**src/design/u8dec_pkg.sv**
```systemverilog
// ----------------------------------------------------------------------------
// u8dec_pkg
// Shared widths, byte class constants and lead byte classification for the
// utf8 stream decoder.
// ----------------------------------------------------------------------------
`default_nettype none

package u8dec_pkg;

    localparam int BYTE_W  = 8;
    localparam int CP_W    = 31;
    localparam int LEN_W   = 3;
    localparam int BITS_W  = 7;
    localparam int CONT_W  = 6;
    localparam int TDATA_I_W = 8;
    localparam int TDATA_O_W = 40;
    localparam int TUSER_O_W = 1;

    localparam logic [BYTE_W-1:0] CONT_MASK  = 8'hC0;
    localparam logic [BYTE_W-1:0] CONT_TAG   = 8'h80;
    localparam logic [BYTE_W-1:0] LEAD2_MASK = 8'hE0;
    localparam logic [BYTE_W-1:0] LEAD2_TAG  = 8'hC0;
    localparam logic [BYTE_W-1:0] LEAD3_MASK = 8'hF0;
    localparam logic [BYTE_W-1:0] LEAD3_TAG  = 8'hE0;
    localparam logic [BYTE_W-1:0] LEAD4_MASK = 8'hF8;
    localparam logic [BYTE_W-1:0] LEAD4_TAG  = 8'hF0;
    localparam logic [BYTE_W-1:0] LEAD5_MASK = 8'hFC;
    localparam logic [BYTE_W-1:0] LEAD5_TAG  = 8'hF8;
    localparam logic [BYTE_W-1:0] LEAD6_MASK = 8'hFE;
    localparam logic [BYTE_W-1:0] LEAD6_TAG  = 8'hFC;

    localparam logic [LEN_W-1:0] LEN_ONE = 3'd1;
    localparam logic [LEN_W-1:0] LEN_MAX = 3'd6;

    typedef struct packed {
        logic              ok;
        logic [LEN_W-1:0]  len;
        logic [BITS_W-1:0] bits;
    } t_lead;

    function automatic t_lead f_lead(input logic [BYTE_W-1:0] b);
        t_lead l;
        l.ok   = 1'b1;
        l.len  = LEN_ONE;
        l.bits = '0;
        priority if (!b[7]) begin
            l.bits = b[6:0];
        end else if ((b & LEAD2_MASK) == LEAD2_TAG) begin
            l.len  = 3'd2;
            l.bits = {2'b00, b[4:0]};
        end else if ((b & LEAD3_MASK) == LEAD3_TAG) begin
            l.len  = 3'd3;
            l.bits = {3'b000, b[3:0]};
        end else if ((b & LEAD4_MASK) == LEAD4_TAG) begin
            l.len  = 3'd4;
            l.bits = {4'b0000, b[2:0]};
        end else if ((b & LEAD5_MASK) == LEAD5_TAG) begin
            l.len  = 3'd5;
            l.bits = {5'b00000, b[1:0]};
        end else if ((b & LEAD6_MASK) == LEAD6_TAG) begin
            l.len  = LEN_MAX;
            l.bits = {6'b000000, b[0]};
        end else begin
            l.ok = 1'b0;
        end
        return l;
    endfunction

endpackage

`default_nettype wire

```
**src/design/utf8_validating_stream_decoder_unit.sv**
```systemverilog
// ----------------------------------------------------------------------------
// utf8_validating_stream_decoder_unit
// Byte stream to code point decoder for the extended one-to-six-byte form.
//
// Usage:
//   s_axis carries one raw byte per transfer in tdata[7:0].
//   m_axis carries one result per sequence: tdata holds code_point [30:0]
//   and seq_length [33:31], upper bits zero; tuser[0] is bad_sequence.
//   A lead byte sets the declared length and every following byte of that
//   length is consumed, whatever it holds. Bad sequences return code 0.
//   Throughput is one byte per cycle unless a closing byte waits on a stalled
//   result; the decode state (bytes left, gathered bits, error flag, length)
//   is updated once per byte. The closing byte enters the input register at
//   its transfer; its result then moves into the result register when free.
//   When the receiver stalls, the held result stays on m_axis and one more
//   byte is still taken into the input register; bytes that close no
//   sequence keep flowing while the result waits.
//   Synchronous reset clears both stages and the decode state; after reset
//   the block expects a lead byte.
// ----------------------------------------------------------------------------
`default_nettype none

module utf8_validating_stream_decoder_unit
    import u8dec_pkg::*;
(
    input  wire                  i_clk,
    input  wire                  i_rst_n,
    input  wire                  s_axis_tvalid,
    output logic                 s_axis_tready,
    input  wire [TDATA_I_W-1:0]  s_axis_tdata,   // in_byte [7:0]
    output logic                 m_axis_tvalid,
    input  wire                  m_axis_tready,
    output logic [TDATA_O_W-1:0] m_axis_tdata,   // code_point [30:0], seq_length [33:31]
    output logic [TUSER_O_W-1:0] m_axis_tuser    // bad_sequence [0]
);

    logic              r_in_valid;
    logic [BYTE_W-1:0] r_in_byte;

    logic [LEN_W-1:0]  r_left, n_left;
    logic [CP_W-1:0]   r_acc, n_acc;
    logic              r_err, n_err;
    logic [LEN_W-1:0]  r_len, n_len;

    logic              r_out_valid;
    logic [CP_W-1:0]   r_out_cp;
    logic              r_out_bad;
    logic [LEN_W-1:0]  r_out_len;

    logic              w_emit;
    logic [CP_W-1:0]   w_cp;
    logic              w_bad;
    logic [LEN_W-1:0]  w_len;
    logic              w_adv;
    logic              w_cont_err;
    logic [CP_W-1:0]   w_shift;
    logic [LEN_W-1:0]  w_left_dec;
    t_lead             w_lead;

    assign w_lead     = f_lead(r_in_byte);
    assign w_cont_err = r_err | ((r_in_byte & CONT_MASK) != CONT_TAG);
    assign w_shift    = {r_acc[CP_W-CONT_W-1:0], r_in_byte[CONT_W-1:0]};
    assign w_left_dec = r_left - LEN_ONE;

    always_comb begin
        w_emit = 1'b0;
        w_cp   = '0;
        w_bad  = 1'b0;
        w_len  = LEN_ONE;
        n_left = r_left;
        n_acc  = r_acc;
        n_err  = r_err;
        n_len  = r_len;
        if (r_left != '0) begin
            if (w_left_dec == '0) begin
                // closing byte of the sequence
                w_emit = 1'b1;
                w_bad  = w_cont_err;
                w_cp   = w_cont_err ? '0 : w_shift;
                w_len  = r_len;
                n_left = '0;
                n_acc  = '0;
                n_err  = 1'b0;
                n_len  = '0;
            end else begin
                n_left = w_left_dec;
                n_acc  = w_shift;
                n_err  = w_cont_err;
            end
        end else if (!w_lead.ok) begin
            w_emit = 1'b1;
            w_bad  = 1'b1;
        end else if (w_lead.len == LEN_ONE) begin
            w_emit = 1'b1;
            w_cp   = {{(CP_W-BITS_W){1'b0}}, w_lead.bits};
        end else begin
            n_left = w_lead.len - LEN_ONE;
            n_acc  = {{(CP_W-BITS_W){1'b0}}, w_lead.bits};
            n_err  = 1'b0;
            n_len  = w_lead.len;
        end
    end

    assign w_adv         = r_in_valid && (!w_emit || !r_out_valid || m_axis_tready);
    assign s_axis_tready = !r_in_valid || w_adv;

    always_ff @(posedge i_clk) begin
        if (!i_rst_n) begin
            r_in_valid <= 1'b0;
        end else if (s_axis_tvalid && s_axis_tready) begin
            r_in_valid <= 1'b1;
        end else if (w_adv) begin
            r_in_valid <= 1'b0;
        end
    end

    always_ff @(posedge i_clk) begin
        if (s_axis_tvalid && s_axis_tready) begin
            r_in_byte <= s_axis_tdata[BYTE_W-1:0];
        end
    end

    always_ff @(posedge i_clk) begin
        if (!i_rst_n) begin
            r_left <= '0;
            r_acc  <= '0;
            r_err  <= 1'b0;
            r_len  <= '0;
        end else if (w_adv) begin
            r_left <= n_left;
            r_acc  <= n_acc;
            r_err  <= n_err;
            r_len  <= n_len;
        end
    end

    always_ff @(posedge i_clk) begin
        if (!i_rst_n) begin
            r_out_valid <= 1'b0;
        end else if (w_adv && w_emit) begin
            r_out_valid <= 1'b1;
        end else if (m_axis_tready) begin
            r_out_valid <= 1'b0;
        end
    end

    always_ff @(posedge i_clk) begin
        if (w_adv && w_emit) begin
            r_out_cp  <= w_cp;
            r_out_bad <= w_bad;
            r_out_len <= w_len;
        end
    end

    assign m_axis_tvalid = r_out_valid;
    assign m_axis_tdata  = {{(TDATA_O_W-CP_W-LEN_W){1'b0}}, r_out_len, r_out_cp};
    assign m_axis_tuser  = r_out_bad;

endmodule

`default_nettype wire

```
**config.mk**
```make
export PLATFORM = sky130hd
export DESIGN_NAME = utf8_validating_stream_decoder_unit
export DESIGN_NICKNAME = d
export VERILOG_FILES = /design/src/design/u8dec_pkg.sv /design/src/design/utf8_validating_stream_decoder_unit.sv
export SDC_FILE = /design/constraint.sdc
export NUM_CORES = 1
export LEC_CHECK = 0
export BUFFER_PORTS_ARGS = -buffer_cell sky130_fd_sc_hd__buf_2
export CELL_PAD_IN_SITES_DETAIL_PLACEMENT = 1
export CELL_PAD_IN_SITES_GLOBAL_PLACEMENT = 1
export CORE_MARGIN = 2
export CORE_UTILIZATION = 44
export CTS_CLUSTER_SIZE = 20
export DETAILED_ROUTE_END_ITERATION = 10
export GPL_TIMING_DRIVEN = 0
export PLACE_DENSITY_LB_ADDON = 0.1
export SYNTH_ARGS = -nofsm -noshare
export SYNTH_HDL_FRONTEND = slang
export SYNTH_SLANG_ARGS = --single-unit
```
**constraint.sdc**
```tcl
create_clock -name i_clk -period 4.2 [get_ports i_clk]
set_clock_uncertainty 0.1 [all_clocks]
set_input_delay 0.21 -clock i_clk [delete_from_list [all_inputs] [get_ports i_clk]]
set_output_delay 0.21 -clock i_clk [all_outputs]
set_load 0.05 [all_outputs]
```
==> results.toml, run 1 <==
[min_path]
holdPathEnd = "r_in_valid"
hold_path.startpoint = "s_axis_tvalid"
worstHoldPathType = "in -> reg"
worstHoldPathCells = 3

[power_and_ir_drop]
p_leak_nw = 1.48
p_sw_share_pct = 29.7
p_per_area_nw_per_um2 = 395
vdd_drop_max_mv = 0.138
power.switching_w = 0.000466
internal_power_w = 0.00110
combPwrFrac_pct = 13.5
pwr-share-clk_pct = 33.0
p_seq_share_pct = 53.5

[sta]
setup_slack_ns = 0.355
hold-worst-slack_ns = 0.0263
drv_slew = 0
fmax_mhz = 260
rsz0062_at_grt = "no"
finalSetupViolations = 0
final.min_clock_period_ns = 3.84
relSlewSlack_pct = 37.4
fin_crit_sh_pct = 91.5
finalHoldViolCount = 0
worst_slew_pin_slew_ns = 0.937

[routing]
wl_per_cell_um = 16.0
drcViolationCount = 0
drt-initial-drc-count = 97
drt_wl_total_um = 7590
vias = 2423
dr.pass1.iters = 4
antenna_left = 0
drt-vias-per-instance = 5.11

[place]
dp_cells = 450
dp.final_hpwl_um = 5350
place_ws_ns = 0.424
io_buffer_count = 47
placed_area_um2 = 3720
routabilityCongestion = 0.899

[layout]
nets = 387
syn_to_final_growth_pct = 19.4
final_area_um2 = 3980
mostFrequentLayoutCell = "buf_2"
final_cells = 474
mostFrequentLayoutCells = "buf_2, edfxtp_1, nand2_1"
layout-drive-gt1-share_pct = 22.4
n_antenna_cell = 0

[synthesis]
async_reset_ff_share_pct = 0
yosysSeqAreaShare_pct = 59.2
synth_edf_count = 43
synth_top_cell_area_share_pct = 38.8
avgSynthCellArea_um2 = 11.1
synthTopCellsByArea = "edfxtp_1, dfxtp_1, and2_1, nand2_1, nand3_1"
synth-seq-cells = 77
synth.largest_area_cell = "edfxtp_1"
ys.flop_type = "edfxtp_1"
synthesis.area_um2 = 3330
synth_cells = 299
synth_cell_types = 44
synth_warnings = 0

[worst_setup_path]
critPathArrivalTime_ns = 3.72
crit_path_start_kind = "flip-flop"
path_class = "reg -> reg"
cp_max_fo = 8
r2r-start = "r_in_byte[1]"
end_kind = "flip-flop"
worstRegToRegCells = 7
cp_data_required_time_ns = 4.08
crit-reg2reg-capture = "r_in_byte[2]"
ff2ff_setup_slack_ns = 0.36

[status]
outcome = "complete, no violations"

[clocking]
cts.sinks = 77
cts_setup_buffers = 0
ctsHtreeMaxLevel = 3
cts_tree = "yes"
cts_made_buffers = 9
cts_max_path_buffers = 2
root_buffer = "clkbuf_8"
post_cts_resized = 0
clk_transition_reported_paths_ns = 0.09
clk_latency_ns = 0.35

[run]
max-cap-violations = 0

[grt]
antenna_found_initial = 0
grt_max_degree = 36
grt_pass1_vias = 2468
grt_use_total_pct = 19.8
grt_pass1_wl_um = 12600
overflow = 0

[die]
die_area_um2 = 8280
rows = 31
initial_core_util_pct = 45.7
die_w_um = 91.0
core_area_um2 = 7290
die_y_um = 91.0
io_pins = 55
per-stage QoR:
step / TNS [ns] / utilization, % / total power [W]
global placement: -18.61 / 50.9 / 0.00106
global route: 0 / 54.5 / 0.00163
detailed placement: 0 / 51.0 / 0.00106
floorplan: 0 / - / 0.00101
finish: 0 / 54.5 / 0.00157
CTS: 0 / 54.5 / 0.00158
critical path: stages (launching register included):
cell and delay [ns]:
edfxtp_1 0.51, nand2b_1 0.20, a311oi_1 0.65, inv_1 0.15
ha_1 0.33, o311ai_2 0.47, o21ai_0 0.25, a31oi_1 0.82
cell usage after synthesis (all sizes together), types with 4 or more instances:
master and n:
ha 5, nand2b 4, nor2 10, a21boi 22, nand2 37, buf 14, o211ai 5, dfxtp 34
and2 28, edfxtp 43, nand3 27, clkbuf 9, o21ai 11, nor2b 9, inv 5
kinds of logic after synthesis:
group | after synthesis | share of synthesized area [%]
and+or+nand+nor | 125 | 19.1
DFF | 77 | 59.2
AOI/OAI and AO/OA | 61 | 14.4
buffers and inverters | 28 | 4.73
adders and majority gates | 5 | 1.88
other | 1 | 0.113
xor gates and xnor gates | 1 | 0.263
muxes | 1 | 0.301
flip-flops by register name, summed over array words and instances (netlist names):
signal and flops:
r_in_byte 8, r_out_len 3, r_left 3, r_err 1, r_acc 25, r_len 3
r_in_valid 1, m_axis_tvalid 1, m_axis_tuser 1, r_out_cp 31
timing repair:
| item | 4_1_cts | 5_1_grt |
|---|---|---|
| hold endpoints to repair | 8 | 0 |
| hold buffers | 8 | 0 |
| setup endpoints to repair | 0 | 0 |
routing by layer:
metal,share of wire (%),track usage [%]
met1,46,25.1
met2,50,33.5
met3,3.2,3.73
met4,1.5,7.45
met5,0,0
cell type report:
class,instances,area [um^2]
repair buffers,55,315
multi-input cells,199,1230
well taps,99,124
fillers,829,3310
plain buffers,23,139
inverters,5,18.8
clock inverters,7,57.6
flip-flops and latches,77,1970
clock buffers,9,124
worst max path at each step:
| stage | start | end | slack (ns) | cells after the start |
|---|---|---|---|---|
| after floorplan | r_in_byte[2] | m_axis_tuser | 0.45 | 9 |
| after global placement | r_in_byte[2] | r_out_cp[20] | -0.53 | 9 |
| after detailed placement | r_in_byte[1] | r_in_byte[1] | 0.42 | 8 |
| after CTS | r_in_byte[1] | r_in_byte[2] | 0.38 | 8 |
| after global routing | r_in_byte[1] | r_in_byte[2] | 0.09 | 7 |
| final | r_in_byte[1] | r_in_byte[2] | 0.36 | 7 |
power groups by stage:
| stage | Combinational [W] | Clock [W] | Sequential [W] |
|---|---|---|---|
| 6_report | 0.000211 | 0.000519 | 0.000841 |
| 5_1_grt | 0.000226 | 0.000559 | 0.000844 |
| 4_1_cts | 0.000212 | 0.000532 | 0.000841 |
| 3_5_place_dp | 0.000206 | 0 | 0.000858 |
| 3_3_place_gp | 0.000203 | 0 | 0.000858 |
| 2_1_floorplan | 0.0000949 | 0 | 0.000917 |
(Power assumes the default switching activity.)
==> run 2: changes to the inputs <==
- PLACE_DENSITY: unset -> 0.79
- PLACE_DENSITY_LB_ADDON: 0.1 -> unset
==> results.toml, run 2 (synthesis gave the netlist of run 1 again) <==
[grt]
overflow = 0
grt_pass1_vias = 2526
grt_pass1_wl_um = 13000
grt_max_degree = 36
grt_use_total_pct = 20.1
antenna_found_initial = 0

[worst_setup_path]
crit_path_start_kind = "flip-flop"
path_class = "reg -> reg"
r2r-start = "r_in_byte[1]"
end_kind = "flip-flop"
cp_max_fo = 8
critPathArrivalTime_ns = 3.74
crit_chain = "nand2b_1 -> a311oi_1 -> inv_1 -> ha_1 -> o311ai_2 -> o21ai_0 -> a31oi_1"
cpPeakStageDelay_ns = 0.84
crit-reg2reg-capture = "r_in_byte[6]"
worstRegToRegCells = 7
slowest_stage = "a31oi_1"
ff2ff_setup_slack_ns = 0.34
cp_data_required_time_ns = 4.08

[run]
max-cap-violations = 0

[min_path]
holdPathEnd = "r_in_valid"
hold_path.startpoint = "s_axis_tvalid"
worstHoldPathCells = 3
worstHoldPathType = "in -> reg"

[routing]
drt_wl_total_um = 7810
antenna_left = 0
drcViolationCount = 0
drt-initial-drc-count = 89
vias = 2483
dr.pass1.iters = 4
drt-vias-per-instance = 5.24
wl_per_cell_um = 16.5

[layout]
final_area_um2 = 4000
mostFrequentLayoutCells = "buf_2, edfxtp_1, nand2_1"
mostFrequentLayoutCell = "buf_2"
nFillCells = 831
layout-drive-gt1-share_pct = 22.1
nets = 387
multi_input_area_um2 = 1230
largest_register_ffs = 31
reg.largest.list = "r_out_cp (31), r_acc (25), r_in_byte (8)"
ff_latch_area_um2 = 1970
top_register = "r_out_cp"
syn_to_final_growth_pct = 19.9
n_antenna_cell = 0

[clocking]
root_buffer = "clkbuf_8"
post_cts_resized = 0
cts_made_buffers = 9
cts_tree = "yes"
cts_setup_buffers = 0
cts_max_path_buffers = 2
cts.sinks = 77
clk_transition_reported_paths_ns = 0.09
ctsHtreeMaxLevel = 3
clk_latency_ns = 0.36

[sta]
finalSetupViolations = 0
finalHoldViolCount = 0
worst_slew_pin_slew_ns = 0.999
setup_tns_ns = 0
drv_slew = 0
fin_crit_sh_pct = 91.8
hold-worst-slack_ns = 0.0510
fmax_mhz = 259
rsz0062_at_grt = "no"
setup_slack_ns = 0.344
final.min_clock_period_ns = 3.86
relSlewSlack_pct = 33.2

[die]
die_w_um = 91.0
io_pins = 55
rows = 31
core_area_um2 = 7290
initial_core_util_pct = 45.7
die_area_um2 = 8280
die_y_um = 91.0

[power_and_ir_drop]
power.switching_w = 0.000459
totalPowerFinal_w = 0.00162
p_sw_share_pct = 28.3
p_leak_nw = 1.48
vdd_drop_max_mv = 0.182
internal_power_w = 0.00116
pwr-share-clk_pct = 35.0
combPwrFrac_pct = 13.2
p_per_area_nw_per_um2 = 406
p_seq_share_pct = 51.8

[place]
dp.final_hpwl_um = 5360
place_ws_ns = 0.341
routabilityCongestion = 0.924
io_buffer_count = 47
placed_area_um2 = 3720

[status]
outcome = "complete, no violations"
## run 2: cell types whose count changed in the layout (fill, tap and decap cells not counted), sizes merged
cell,change
bufinv,+1
inv,-1
clkinv,-1
clkbuf,+1
## run 2: power groups by stage
stage | clock network [W] | logic (W) | registers [W]
after global routing | 0.000612 | 0.000228 | 0.000844
after CTS | 0.000577 | 0.000214 | 0.000840
final | 0.000567 | 0.000214 | 0.000841
after global placement | 0 | 0.000201 | 0.000858
after floorplan | 0 | 0.0000949 | 0.000917
after detailed placement | 0 | 0.000206 | 0.000858
## run 2: cell type report
| type | instances | area share (%) |
|---|---|---|
| flip-flops and latches | 77 | 49.4 |
| plain buffers | 23 | 3.48 |
| clock buffers | 10 | 3.19 |
| repair buffers | 55 | 7.89 |
| inverters | 5 | 0.470 |
| well taps | 99 | 3.10 |
| multi-input cells | 199 | 30.7 |
| clock inverters | 6 | 1.79 |
## run 2: how the worst max path moves through the flow
stage            startpoint           end  depth (start not counted)
2_1_floorplan  r_in_byte[2]  m_axis_tuser                          9
3_3_place_gp   r_in_byte[5]  r_out_cp[20]                          9
3_5_place_dp   r_in_byte[1]  r_in_byte[0]                          8
4_1_cts        r_in_byte[1]  r_in_byte[6]                          8
5_1_grt        r_in_byte[1]  r_in_byte[6]                          7
6_report       r_in_byte[1]  r_in_byte[6]                          7
## run 2: stage by stage
stage / utilization, % / std cells
finish: 54.8 / 474
global route: 54.8 / 474
CTS: 54.8 / 474
detailed placement: 51.0 / 450
global placement: 50.9 / 450
floorplan: - / 304
## run 2: critical path: cells and delay by family (launching register included)
family	cells	cell delay [ns]
AO/OA/AOI/OAI	4	2.20
buffers and inverters	1	0.14
AND/OR/NAND/NOR	1	0.21
adder cells (fa/ha/maj)	1	0.32
flip-flops	1	0.51
## run 2: routing by layer
metal | GRT usage, % | routed length [um] | up-vias
met3 | 3.49 | 324 | 14
met5 | 0 | 0 | -
met1 | 26.3 | 3520 | 1218
met4 | 7.07 | 142 | 0
li1 | - | - | 1195
met2 | 33.6 | 3830 | 56
## run 2: repair_timing
action                     in CTS  in global routing
hold endpoints to repair        8                  0
hold buffers                    8                  0
setup endpoints to repair       0                  0
